--- src/hdl/fbc_pkg.sv ---
// Shared types and constants for the fractionating byte cipher.
// No dependencies; the other files, apart from fbc_if, refer to it by scoped names.
package fbc_pkg;

    // Key layout: 16 column symbols, 16 row symbols, then a 16x16 square.
    localparam int unsigned SIDE      = 16;
    localparam int unsigned SYM_BYTES = 2 * SIDE;
    localparam int unsigned KEY_BYTES = SYM_BYTES + SIDE * SIDE;

    // Item codes.
    localparam logic OP_LOAD = 1'b0;
    localparam logic OP_DATA = 1'b1;
    localparam logic MODE_ENC = 1'b0;
    localparam logic MODE_DEC = 1'b1;

    // Sequencer states, one-hot.
    typedef enum logic [8:0] {
        S_IDLE      = 9'b000000001,
        S_ENC_SCAN  = 9'b000000010,
        S_ENC_COL   = 9'b000000100,
        S_ENC_ROW   = 9'b000001000,
        S_ENC_FIN   = 9'b000010000,
        S_DEC_CSCAN = 9'b000100000,
        S_DEC_RSCAN = 9'b001000000,
        S_DEC_READ  = 9'b010000000,
        S_DEC_FIN   = 9'b100000000
    } t_state;

    // Access bundle from the sequencer to the key store.
    typedef struct packed {
        logic       sym_we;
        logic [4:0] sym_waddr;
        logic       sq_we;
        logic [7:0] sq_waddr;
        logic [7:0] wdata;
        logic [4:0] sym_raddr;
        logic [7:0] sq_raddr;
    } t_key_req;

endpackage

--- src/hdl/fbc_if.sv ---
// Valid/ready channel interfaces for the fractionating byte cipher.
// Stand-alone; used by the top level ports.
interface fbc_in_if;
    logic       valid;
    logic       ready;
    logic       op;
    logic [8:0] key_index;
    logic [7:0] value;
    logic       first;

    modport source (output valid, op, key_index, value, first, input ready);
    modport sink (input valid, op, key_index, value, first, output ready);
endinterface

interface fbc_out_if;
    logic       valid;
    logic       ready;
    logic [7:0] out_byte;

    modport source (output valid, out_byte, input ready);
    modport sink (input valid, out_byte, output ready);
endinterface

--- src/hdl/fbc_key_mem.sv ---
// Key storage: the 32-byte symbol memory and the 256-byte square memory.
// Each has one write port and one registered read port. Uses fbc_pkg.
module fbc_key_mem (
    input  logic              i_clk,
    input  fbc_pkg::t_key_req i_req,
    output logic [7:0]        o_sym_rdata,
    output logic [7:0]        o_sq_rdata
);

    logic [7:0] r_sym [fbc_pkg::SYM_BYTES];
    logic [7:0] r_sq  [fbc_pkg::SIDE * fbc_pkg::SIDE];

    // Symbol memory: column symbols at 0-15, row symbols at 16-31.
    always_ff @(posedge i_clk) begin
        if (i_req.sym_we) begin
            r_sym[i_req.sym_waddr] <= i_req.wdata;
        end
        o_sym_rdata <= r_sym[i_req.sym_raddr];
    end

    // Square memory, row-major: address is {row, col}.
    always_ff @(posedge i_clk) begin
        if (i_req.sq_we) begin
            r_sq[i_req.sq_waddr] <= i_req.wdata;
        end
        o_sq_rdata <= r_sq[i_req.sq_raddr];
    end

endmodule

--- src/hdl/fractionating_byte_cipher.sv ---
// Top level of the fractionating byte cipher: sequencer, scan unit, output register.
// Depends on fbc_pkg, fbc_if (fbc_in_if, fbc_out_if) and fbc_key_mem.
//
//  Channel   Dir  Handshake       Contents
//  i_in      in   valid/ready     op, key_index, value, first
//  o_out     out  valid/ready     out_byte
//  i_cfg     in   write enable    mode (1 bit)
//
// A load beat is written straight into the key store and leaves the block idle. An
// encrypting beat scans the square one entry per cycle through the compare unit, which
// acts on the registered read, then reads the column and row symbols and forms the
// result. A decrypting beat scans both symbol lists, then reads the square entry.
// Reset clears the sequencer, position, mode and output valid; the key memories have none.
// A waiting result blocks no load; a data beat holds at its end until the result is taken.
module fractionating_byte_cipher (
    input  logic       i_clk,
    input  logic       i_rst_n,
    fbc_in_if.sink     i_in,
    fbc_out_if.source  o_out,
    input  logic       i_cfg_we,
    input  logic       i_cfg_wdata
);

    fbc_pkg::t_state   r_state;
    fbc_pkg::t_key_req s_req;

    logic       r_mode;
    logic [3:0] r_pos;
    logic [3:0] r_k;
    logic [7:0] r_val;
    logic [7:0] r_cnt;
    logic       r_pend;
    logic [7:0] r_pend_idx;
    logic [3:0] r_c;
    logic [3:0] r_r;
    logic [7:0] r_hi;
    logic       r_out_valid;
    logic [7:0] r_out_byte;

    logic [7:0] s_sym_rdata;
    logic [7:0] s_sq_rdata;
    logic       s_acc;
    logic       s_data_acc;
    logic [3:0] s_k;
    logic [8:0] s_sq_off;
    logic [7:0] s_nib_cmp;
    logic       s_sym_hit;
    logic       s_sq_hit;
    logic       s_can_emit;
    logic       s_emit;

    assign s_acc      = i_in.valid && i_in.ready;
    assign s_data_acc = s_acc && (i_in.op == fbc_pkg::OP_DATA);
    assign s_k        = i_in.first ? 4'd0 : r_pos;
    assign s_sq_off   = i_in.key_index - 9'(fbc_pkg::SYM_BYTES);
    assign s_can_emit = !r_out_valid || o_out.ready;

    // A new result is loaded into the output register in this cycle.
    assign s_emit = s_can_emit
                    && ((r_state == fbc_pkg::S_ENC_FIN) || (r_state == fbc_pkg::S_DEC_FIN));

    assign i_in.ready     = (r_state == fbc_pkg::S_IDLE);
    assign o_out.valid    = r_out_valid;
    assign o_out.out_byte = r_out_byte;

    // Compare unit: the pending memory read against the search target.
    assign s_nib_cmp = (r_state == fbc_pkg::S_DEC_CSCAN) ? {4'h0, r_val[7:4]}
                                                         : {4'h0, r_val[3:0]};
    assign s_sym_hit = r_pend && (s_sym_rdata == s_nib_cmp);
    assign s_sq_hit  = r_pend && (s_sq_rdata == r_val);

    // Key store access: writes straight from a load beat, reads per state.
    always_comb begin
        s_req.sym_we    = s_acc && (i_in.op == fbc_pkg::OP_LOAD)
                          && (i_in.key_index < 9'(fbc_pkg::SYM_BYTES));
        s_req.sym_waddr = i_in.key_index[4:0];
        s_req.sq_we     = s_acc && (i_in.op == fbc_pkg::OP_LOAD)
                          && (i_in.key_index >= 9'(fbc_pkg::SYM_BYTES))
                          && (i_in.key_index < 9'(fbc_pkg::KEY_BYTES));
        s_req.sq_waddr  = s_sq_off[7:0];
        s_req.wdata     = i_in.value;
        s_req.sym_raddr = '0;
        s_req.sq_raddr  = {r_cnt[3:0], r_cnt[7:4]};
        unique case (r_state)
            fbc_pkg::S_ENC_COL: begin
                s_req.sym_raddr = {1'b0, r_c + r_k};
            end
            fbc_pkg::S_ENC_ROW, fbc_pkg::S_ENC_FIN: begin
                s_req.sym_raddr = {1'b1, r_r + r_k};
            end
            fbc_pkg::S_DEC_CSCAN: begin
                s_req.sym_raddr = {1'b0, r_cnt[3:0]};
            end
            fbc_pkg::S_DEC_RSCAN: begin
                s_req.sym_raddr = {1'b1, r_cnt[3:0]};
            end
            fbc_pkg::S_DEC_READ, fbc_pkg::S_DEC_FIN: begin
                s_req.sq_raddr = {r_r - r_k, r_c - r_k};
            end
            default: begin
            end
        endcase
    end

    fbc_key_mem u_key_mem (
        .i_clk       (i_clk),
        .i_req       (s_req),
        .o_sym_rdata (s_sym_rdata),
        .o_sq_rdata  (s_sq_rdata)
    );

    // Mode register.
    always_ff @(posedge i_clk) begin
        if (!i_rst_n) begin
            r_mode <= fbc_pkg::MODE_ENC;
        end else if (i_cfg_we) begin
            r_mode <= i_cfg_wdata;
        end
    end

    // Sequencer, scan pipeline and output register.
    always_ff @(posedge i_clk) begin
        if (!i_rst_n) begin
            r_state     <= fbc_pkg::S_IDLE;
            r_pos       <= '0;
            r_pend      <= 1'b0;
            r_cnt       <= '0;
            r_out_valid <= 1'b0;
        end else begin
            if (r_out_valid && o_out.ready && !s_emit) begin
                r_out_valid <= 1'b0;
            end
            unique case (r_state)
                fbc_pkg::S_IDLE: begin
                    r_cnt  <= '0;
                    r_pend <= 1'b0;
                    if (s_data_acc) begin
                        r_val <= i_in.value;
                        r_k   <= s_k;
                        r_pos <= s_k + 4'd1;
                        r_state <= (r_mode == fbc_pkg::MODE_ENC) ? fbc_pkg::S_ENC_SCAN
                                                                 : fbc_pkg::S_DEC_CSCAN;
                    end
                end
                fbc_pkg::S_ENC_SCAN: begin
                    // Counter runs column-major: {col, row}.
                    if (s_sq_hit) begin
                        r_c     <= r_pend_idx[7:4];
                        r_r     <= r_pend_idx[3:0];
                        r_pend  <= 1'b0;
                        r_state <= fbc_pkg::S_ENC_COL;
                    end else if (r_pend && (r_pend_idx == 8'hFF)) begin
                        r_c     <= '0;
                        r_r     <= '0;
                        r_pend  <= 1'b0;
                        r_state <= fbc_pkg::S_ENC_COL;
                    end else begin
                        r_pend     <= 1'b1;
                        r_pend_idx <= r_cnt;
                        r_cnt      <= r_cnt + 8'd1;
                    end
                end
                fbc_pkg::S_ENC_COL: begin
                    r_state <= fbc_pkg::S_ENC_ROW;
                end
                fbc_pkg::S_ENC_ROW: begin
                    r_hi    <= s_sym_rdata;
                    r_state <= fbc_pkg::S_ENC_FIN;
                end
                fbc_pkg::S_ENC_FIN: begin
                    if (s_can_emit) begin
                        r_out_valid <= 1'b1;
                        r_out_byte  <= {r_hi[3:0], 4'h0} ^ s_sym_rdata;
                        r_state     <= fbc_pkg::S_IDLE;
                    end
                end
                fbc_pkg::S_DEC_CSCAN: begin
                    if (s_sym_hit || (r_pend && (r_pend_idx[3:0] == 4'hF))) begin
                        r_c     <= s_sym_hit ? r_pend_idx[3:0] : 4'd0;
                        r_pend  <= 1'b0;
                        r_cnt   <= '0;
                        r_state <= fbc_pkg::S_DEC_RSCAN;
                    end else begin
                        r_pend     <= 1'b1;
                        r_pend_idx <= r_cnt;
                        r_cnt      <= r_cnt + 8'd1;
                    end
                end
                fbc_pkg::S_DEC_RSCAN: begin
                    if (s_sym_hit || (r_pend && (r_pend_idx[3:0] == 4'hF))) begin
                        r_r     <= s_sym_hit ? r_pend_idx[3:0] : 4'd0;
                        r_pend  <= 1'b0;
                        r_state <= fbc_pkg::S_DEC_READ;
                    end else begin
                        r_pend     <= 1'b1;
                        r_pend_idx <= r_cnt;
                        r_cnt      <= r_cnt + 8'd1;
                    end
                end
                fbc_pkg::S_DEC_READ: begin
                    r_state <= fbc_pkg::S_DEC_FIN;
                end
                fbc_pkg::S_DEC_FIN: begin
                    if (s_can_emit) begin
                        r_out_valid <= 1'b1;
                        r_out_byte  <= s_sq_rdata;
                        r_state     <= fbc_pkg::S_IDLE;
                    end
                end
                default: begin
                    r_state <= fbc_pkg::S_IDLE;
                end
            endcase
        end
    end

    // A data beat makes the block busy on the next cycle.
    a_busy_after_data: assert property (@(posedge i_clk) disable iff (!i_rst_n)
        s_data_acc |=> !i_in.ready)
        else $error("block still ready after a data beat");

    // A message start leaves the position at one.
    a_first_pos: assert property (@(posedge i_clk) disable iff (!i_rst_n)
        s_data_acc && i_in.first |=> r_pos == 4'd1)
        else $error("position not restarted by first");

    // No read is in flight while the block waits for a new beat.
    a_idle_clean: assert property (@(posedge i_clk) disable iff (!i_rst_n)
        i_in.ready |-> !r_pend)
        else $error("scan pipeline not drained in idle");

    // The sequencer state stays one-hot.
    a_state_onehot: assert property (@(posedge i_clk) disable iff (!i_rst_n)
        $onehot(r_state))
        else $error("sequencer state not one-hot");

endmodule

--- src/flat_wrapper.sv ---
// flat-port wrapper written by rule: the top's interface ports become plain ports
module fractionating_byte_cipher_flat 
  (i_clk, i_rst_n, i_cfg_we, i_cfg_wdata, i_in_valid, i_in_op, i_in_key_index, i_in_value, i_in_first, i_in_ready, o_out_valid, o_out_out_byte, o_out_ready);
  fbc_in_if i_in_i ();
  fbc_out_if o_out_i ();
  input  logic i_clk;
  input  logic i_rst_n;
  input  logic i_cfg_we;
  input  logic i_cfg_wdata;
  input wire logic [$bits(i_in_i.valid)-1:0] i_in_valid;
  input wire logic [$bits(i_in_i.op)-1:0] i_in_op;
  input wire logic [$bits(i_in_i.key_index)-1:0] i_in_key_index;
  input wire logic [$bits(i_in_i.value)-1:0] i_in_value;
  input wire logic [$bits(i_in_i.first)-1:0] i_in_first;
  output wire logic [$bits(i_in_i.ready)-1:0] i_in_ready;
  output wire logic [$bits(o_out_i.valid)-1:0] o_out_valid;
  output wire logic [$bits(o_out_i.out_byte)-1:0] o_out_out_byte;
  input wire logic [$bits(o_out_i.ready)-1:0] o_out_ready;
  assign i_in_i.valid = i_in_valid;
  assign i_in_i.op = i_in_op;
  assign i_in_i.key_index = i_in_key_index;
  assign i_in_i.value = i_in_value;
  assign i_in_i.first = i_in_first;
  assign i_in_ready = i_in_i.ready;
  assign o_out_valid = o_out_i.valid;
  assign o_out_out_byte = o_out_i.out_byte;
  assign o_out_i.ready = o_out_ready;
  fractionating_byte_cipher u_core (.i_clk(i_clk), .i_rst_n(i_rst_n), .i_in(i_in_i), .o_out(o_out_i), .i_cfg_we(i_cfg_we), .i_cfg_wdata(i_cfg_wdata));
endmodule
--- config.mk ---
export PLATFORM = sky130hd
export DESIGN_NAME = fractionating_byte_cipher_flat
export DESIGN_NICKNAME = d
export VERILOG_FILES = /design/src/hdl/fbc_pkg.sv /design/src/hdl/fbc_if.sv /design/src/hdl/fbc_key_mem.sv /design/src/hdl/fractionating_byte_cipher.sv /design/src/flat_wrapper.sv
export SDC_FILE = /design/constraint.sdc
export NUM_CORES = 2
export LEC_CHECK = 0
export BUFFER_PORTS_ARGS = -buffer_cell sky130_fd_sc_hd__buf_2
export CAP_MARGIN = 20
export CORE_ASPECT_RATIO = 1.1
export CORE_MARGIN = 1.5
export CORE_UTILIZATION = 45
export CTS_CLUSTER_DIAMETER = 40
export DETAILED_ROUTE_END_ITERATION = 10
export HOLD_SLACK_MARGIN = 0.02
export PLACE_DENSITY_LB_ADDON = 0.15
export SETUP_SLACK_MARGIN = 0.2
export SLEW_MARGIN = 10
export SYNTH_ARGS = -nofsm -noshare
export SYNTH_HDL_FRONTEND = slang
export SYNTH_HIERARCHICAL = 1
export SYNTH_SLANG_ARGS = --single-unit
--- constraint.sdc ---
create_clock -name i_clk -period 6.4 [get_ports i_clk]
set_clock_uncertainty 0.1 [all_clocks]
set_input_delay 0.96 -clock i_clk [delete_from_list [all_inputs] [get_ports i_clk]]
set_output_delay 0.96 -clock i_clk [all_outputs]
set_load 0.05 [all_outputs]
# Word-level counts from Yosys, hierarchy flattened
# Memory sizes are Yosys's and may differ from the RTL's. A register that Yosys moved wholly into a read port is not among the register bits.
# Cells that the tools add are included.
dict set report word_totals {
  regBits 64
  ram_bits 2304
  in_bits 25
  wordCells 130
  n_memories 2
}
dict set report classes {
  addsub 7
  n_lt_le_gt_ge 3
  eq_ne 24
  mux 42
  n_bitwise 2
  reduce_logical 37
}
# memory depth width rd rd_clocked_by_memory_dff write_ports line
set memory_table {}
lappend memory_table {u_core.u_key_mem.r_sq 256 8 1 1 1 fbc_key_mem.sv:11} ;# logic [7:0] r_sq [fbc_pkg::SIDE * fbc_pkg::SIDE];
lappend memory_table {u_core.u_key_mem.r_sym 32 8 1 1 1 fbc_key_mem.sv:10} ;# logic [7:0] r_sym [fbc_pkg::SYM_BYTES];
# operator count
set op_table {}
lappend op_table {{$mux W8} 10}
lappend op_table {{$pmux W9 S8} 1}
lappend op_table {{$mux W9} 6}
lappend op_table {{$pmux W8 S2} 2}
lappend op_table {{$pmux W8 S4} 1}
lappend op_table {{$mux W4} 7}
lappend op_table {{$pmux W5 S4} 1}
lappend op_table {{$pmux W4 S2} 2}
lappend op_table {{$reduce_and A4 Y1} 4}
lappend op_table {{$logic_and A1 B1 Y1} 13}
lappend op_table {{$ne A2 B2 Y1 const B} 6}
lappend op_table {{$mux W1} 10}
lappend op_table {{$reduce_and A5 Y1} 2}
lappend op_table {{$eq A9 B1 Y1 const B} 1}
lappend op_table {{$eq A9 B2 Y1 const B} 1}
lappend op_table {{$eq A9 B3 Y1 const B} 1}
lappend op_table {{$eq A9 B4 Y1 const B} 1}
lappend op_table {{$eq A9 B5 Y1 const B} 1}
lappend op_table {{$eq A9 B6 Y1 const B} 1}
lappend op_table {{$eq A9 B7 Y1 const B} 1}
lappend op_table {{$eq A9 B8 Y1 const B} 1}
lappend op_table {{$eq A9 B9 Y1 const B} 1}
lappend op_table {{$ge A9 B6 Y1 const B} 1}
lappend op_table {{$lt A9 B6 Y1 const B} 1}
lappend op_table {{other kinds (24)} 39}

# Logic depth before layout (Yosys ltp)
dict set report depth {
  ltp_word 8
  mapped_depth 20
  mapped_depth_nobuf 15
}

# Cells and area by module
# Netlist, hierarchy kept.
# module instances cells_each area_per_inst_um2
set modules_own_cells {}
lappend modules_own_cells {fbc_key_mem 1 4051 89819.9}
lappend modules_own_cells {fractionating_byte_cipher 1 350 3603.5}

# Worst setup path after synthesis
# OpenSTA, ideal clock, no wires.
dict set report synth_path {
  kind {register to register}
  start {reg u_core.r_state[5]}
  end {reg u_core.u_key_mem.o_sym_rdata[0], read port of u_core.u_key_mem.r_sym}
  arrival_ns 4.181
  required_time_ns 6.179
  slack_ns 1.999
  stages_incl_launch_ff 16
  path_buffers 2
  period_less_slack_ns 4.401
  path_cell_list {dfxtp_1 -> nor3_2 -> nand2b_2 -> nand2b_1 -> nor3_1 -> nand2_1 -> o21ai_0 -> ha_1 -> inv_1 -> fa_1 -> xor2_1 -> o21ai_0 -> buf_1 -> buf_1 -> mux4_2 -> mux2_2}
}
# element line
set synth_rtl {}
lappend synth_rtl {{start, declared} fractionating_byte_cipher.sv:24} ;# fbc_pkg::t_state r_state;
lappend synth_rtl {{start signal, assigned} fractionating_byte_cipher.sv:124} ;# r_state <= fbc_pkg::S_IDLE;
lappend synth_rtl {{start signal, assigned} fractionating_byte_cipher.sv:141} ;# r_state <= (r_mode == fbc_pkg::MODE_ENC) ? fbc_pkg::S_ENC_SCAN
lappend synth_rtl {{start signal, assigned} fractionating_byte_cipher.sv:151} ;# r_state <= fbc_pkg::S_ENC_COL;
lappend synth_rtl {{end, declared} fbc_key_mem.sv:6} ;# output logic [7:0] o_sym_rdata,

==> reports/qor.txt <==
Layout area overhead -> 16.20%
Final Setup Violations -> 0
chip height -> 480.9 microns
Worst Hold Class -> primary input to register
post_cts resized -> 0
# rows -> 175
die area -> 210400 sq um
dpl ws -> 0.9782 ns
Syn Area/Cell -> 21.23 sq um
CTS sink cnt -> 2384
Slowest Stage Delay on Critical Path -> 0.81 ns
layout cells sized above 1 -> 28.89%
first-pass GRT wire length -> 349600 microns
Die W -> 437.4 microns
power per cell area -> 336.0 nW/um^2
dominant cells by area after synthesis -> edfxtp_1 75%, mux4_2 14%, mux2i_1 1.6%, nor2_1 1.4%, dfxtp_1 0.86%
total CTS buffers -> 329
fillers -> 15970
synthesis-stage register bit count -> 2384
Post-DP HPWL -> 148400 microns
number of remaining DRC errors -> 0
minimum clock period after layout -> 5.383 ns
drt wl/cell -> 31.52 microns
Hold-fix buffers, CTS -> 0
via count -> 46220
core box area -> 206500 sq um
clock root cell -> clkbuf_16
outcome -> complete, no violations
crit start category -> register
P_leak -> 32.99 nW
Max FO, Critical Path -> 64
Initial Util -> 45.25%
fraction of registers with async set/reset -> 0%
area share of the largest cell type after synthesis -> 75.34%
vias per inst -> 5.987
hold depth -> 3
fin crit share -> 84.12%
Synth area leader -> edfxtp_1
WL final -> 243300 microns
Final nets -> 4766
crit path DAT -> 6.01 ns
Clock transition at path regs -> 0.05 ns
VDD IR max -> 0.0002896 V
antenna-violating nets left -> 0
worst path cell trace -> nor3_2 > nand2b_2 > nor3_1 > buf_4 > nand2b_1 > buf_4 > nor2_1 > a21oi_4 > buf_4 > buf_12 > mux4_2 > mux4_2 > a22o_1 > a211oi_1 > a211oi_1
crit end category -> register
critical path required time -> 7.03 ns
vias in the first global route -> 47340
clock latency on the worst-skew pair -> 0.96 ns
Pins Over Slew Limit -> 0
Synth Warn # -> 6
Final WS setup -> 1.017 ns
Iter 0 DRT Violations -> 4808
H-tree levels -> 5
Crit-path slowest cell -> a211oi_1
FMAX -> 185.8 MHz
Global Route Usage Sum -> 23.25%
initial antenna violation count -> 7
Final Total Pwr -> 36.47 mW
GPL Wtd Cong -> 0.8140
sequential fraction of the synthesis area -> 76.20%
Post-CTS Setup Inserts -> 0
Synth Instances -> 4401
Distinct cells, synth -> 79
RSZ-0062 raised after global routing -> no
EDFF count, synth -> 2344
r2r worst-path depth -> 15
Slew HR -> 26.32%
TritonRoute pass-1 iters -> 5
Synth Flop Type -> edfxtp_1
# IOs -> 35
largest net degree at the start of global routing -> 162
Synth Cell Area -> 93420 sq um
total grt overflow -> 0
final hold violation count -> 0
Max clock buf depth -> 4
aggregate negative setup slack -> 0 ns
worst slew pin tran -> 1.103 ns
register-to-register setup slack -> 1.02 ns
syn_nets -> 4441
critical path class -> register to register
CTS tree -> built
max-cap violations -> 0
crit-path most repeated cell -> buf_4
IO buf count -> 34
[where the power goes]
part,switching (mW),total [mW],internal [mW]
Clock,6.95,17.8,10.8
Sequential,0.0837,17.3,17.2
Combinational,1.03,1.43,0.405
Total,8.06,36.5,28.4
[worst max-delay path, delay by kind of cell, from the launching register on]
kind	cells	cell delay, ns
DFF	1	0.35
buffers and inverters	4	1.11
AOI/OAI and AO/OA	4	1.44
muxes	2	1.11
and+or+nand+nor	5	0.95
[layer usage]
layer  share of wire, %  up-vias  GRT usage, %
met5                  0        -             0
met3                6.2      398         3.859
met4                3.4        0         8.155
li1                   -    19120             -
met1                 41    24930         31.54
met2                 50     1765         38.26
[stage by stage]
| step | util, % | hold slack, ns | cells | instance area [sq um] |
|---|---|---|---|---|
| 2_1_floorplan | - | 0.3305 | 4401 | 93420 |
| 3_3_place_gp | 47.31 | 0.3687 | 7128 | 97690 |
| 3_5_place_dp | 47.34 | 0.3765 | 7133 | 97750 |
| 4_1_cts | 52.55 | 0.1168 | 7712 | 108500 |
| 5_1_grt | 52.57 | 0.1966 | 7718 | 108600 |
| 6_report | 52.58 | 0.1904 | 7719 | 108600 |
[cells by family after synthesis]
kind of cell	Yosys count	synth area share [%]
DFF	2384	76.20
adders and majority gates	15	0.2250
buffers and inverters	265	1.568
AOI/OAI and AO/OA	316	2.435
xor gates and xnor gates	31	0.2906
muxes	765	16.21
and+or+nand+nor	625	3.072
[final cells by class]
| class | count | area (sq um) | area share [%] |
|---|---|---|---|
| diodes | 2 | 5.005 | 0.004610 |
| clock buffers | 355 | 8468 | 7.801 |
| repair buffers | 237 | 2122 | 1.955 |
| clock inverters | 224 | 2295 | 2.114 |
| inverters | 22 | 83.83 | 0.07722 |
| flip-flops and latches | 2384 | 71190 | 65.58 |
| well taps | 2743 | 3432 | 3.161 |
| multi-input cells | 1752 | 20960 | 19.31 |
[cells in the final DEF, fill, tap and decap left out, types with 37 or more instances in the layout]
cell and instances:
buf_4 170, o221ai_1 40, edfxtp_1 2344, mux4_2 596
clkinv_1 37, nor2_1 337, mux2i_1 146, inv_6 47
nand2_1 86, clkinv_4 37, a21oi_1 60, dfxtp_1 40
clkbuf_16 335
[registers in the layout, indices dropped and copies added (netlist names)]
register,cells
u_core/r_hi,4
u_core/r_c,4
u_core/r_state,9
u_core/r_pend_idx,8
u_core/r_r,4
u_core/u_key_mem/o_sq_rdata,8
u_core/u_key_mem/o_sym_rdata,8
u_core/r_k,4
u_core/r_cnt,8
u_core/u_key_mem/r_sym,256
u_core/r_mode,1
u_core/r_pos,4
u_core/o_out.valid,1
u_core/u_key_mem/r_sq,2048
u_core/r_val,8
u_core/o_out.out_byte,8
u_core/r_pend,1
[cell usage after synthesis (all sizes together) (5+ instances only)]
cell    number
a221oi      24
a211oi      28
nor2b       19
a21o        10
nand3b       9
o31ai        5
xor2        15
a32oi        6
mux4       596
a21oi       67
nand4       10
inv         21
ha          12
nand2b      15
and2        16
nand3       40
o21ai       40
a22o        27
buf        143
mux2i      146
dfxtp       40
mux2        23
nor4        13
clkbuf     100
nor2       340
and3         9
edfxtp    2344
or4          6
or3          5
nand2       90
xnor2       16
a22oi       19
nor3        34
o32ai        5
o22ai       25
o221ai      40
[path summary, 6_finish.rpt]
kind,from,endpoint
worst max-delay path,u_core/r_state[5],u_core/u_key_mem/o_sq_rdata[1]
worst min register to register,u_core/r_pos[3],u_core/r_pos[3]
worst min-delay path,i_cfg_wdata,u_core/r_mode
worst max register to register,u_core/r_state[5],u_core/u_key_mem/o_sq_rdata[1]
No activity file was read; power rests on OpenSTA's default activity.
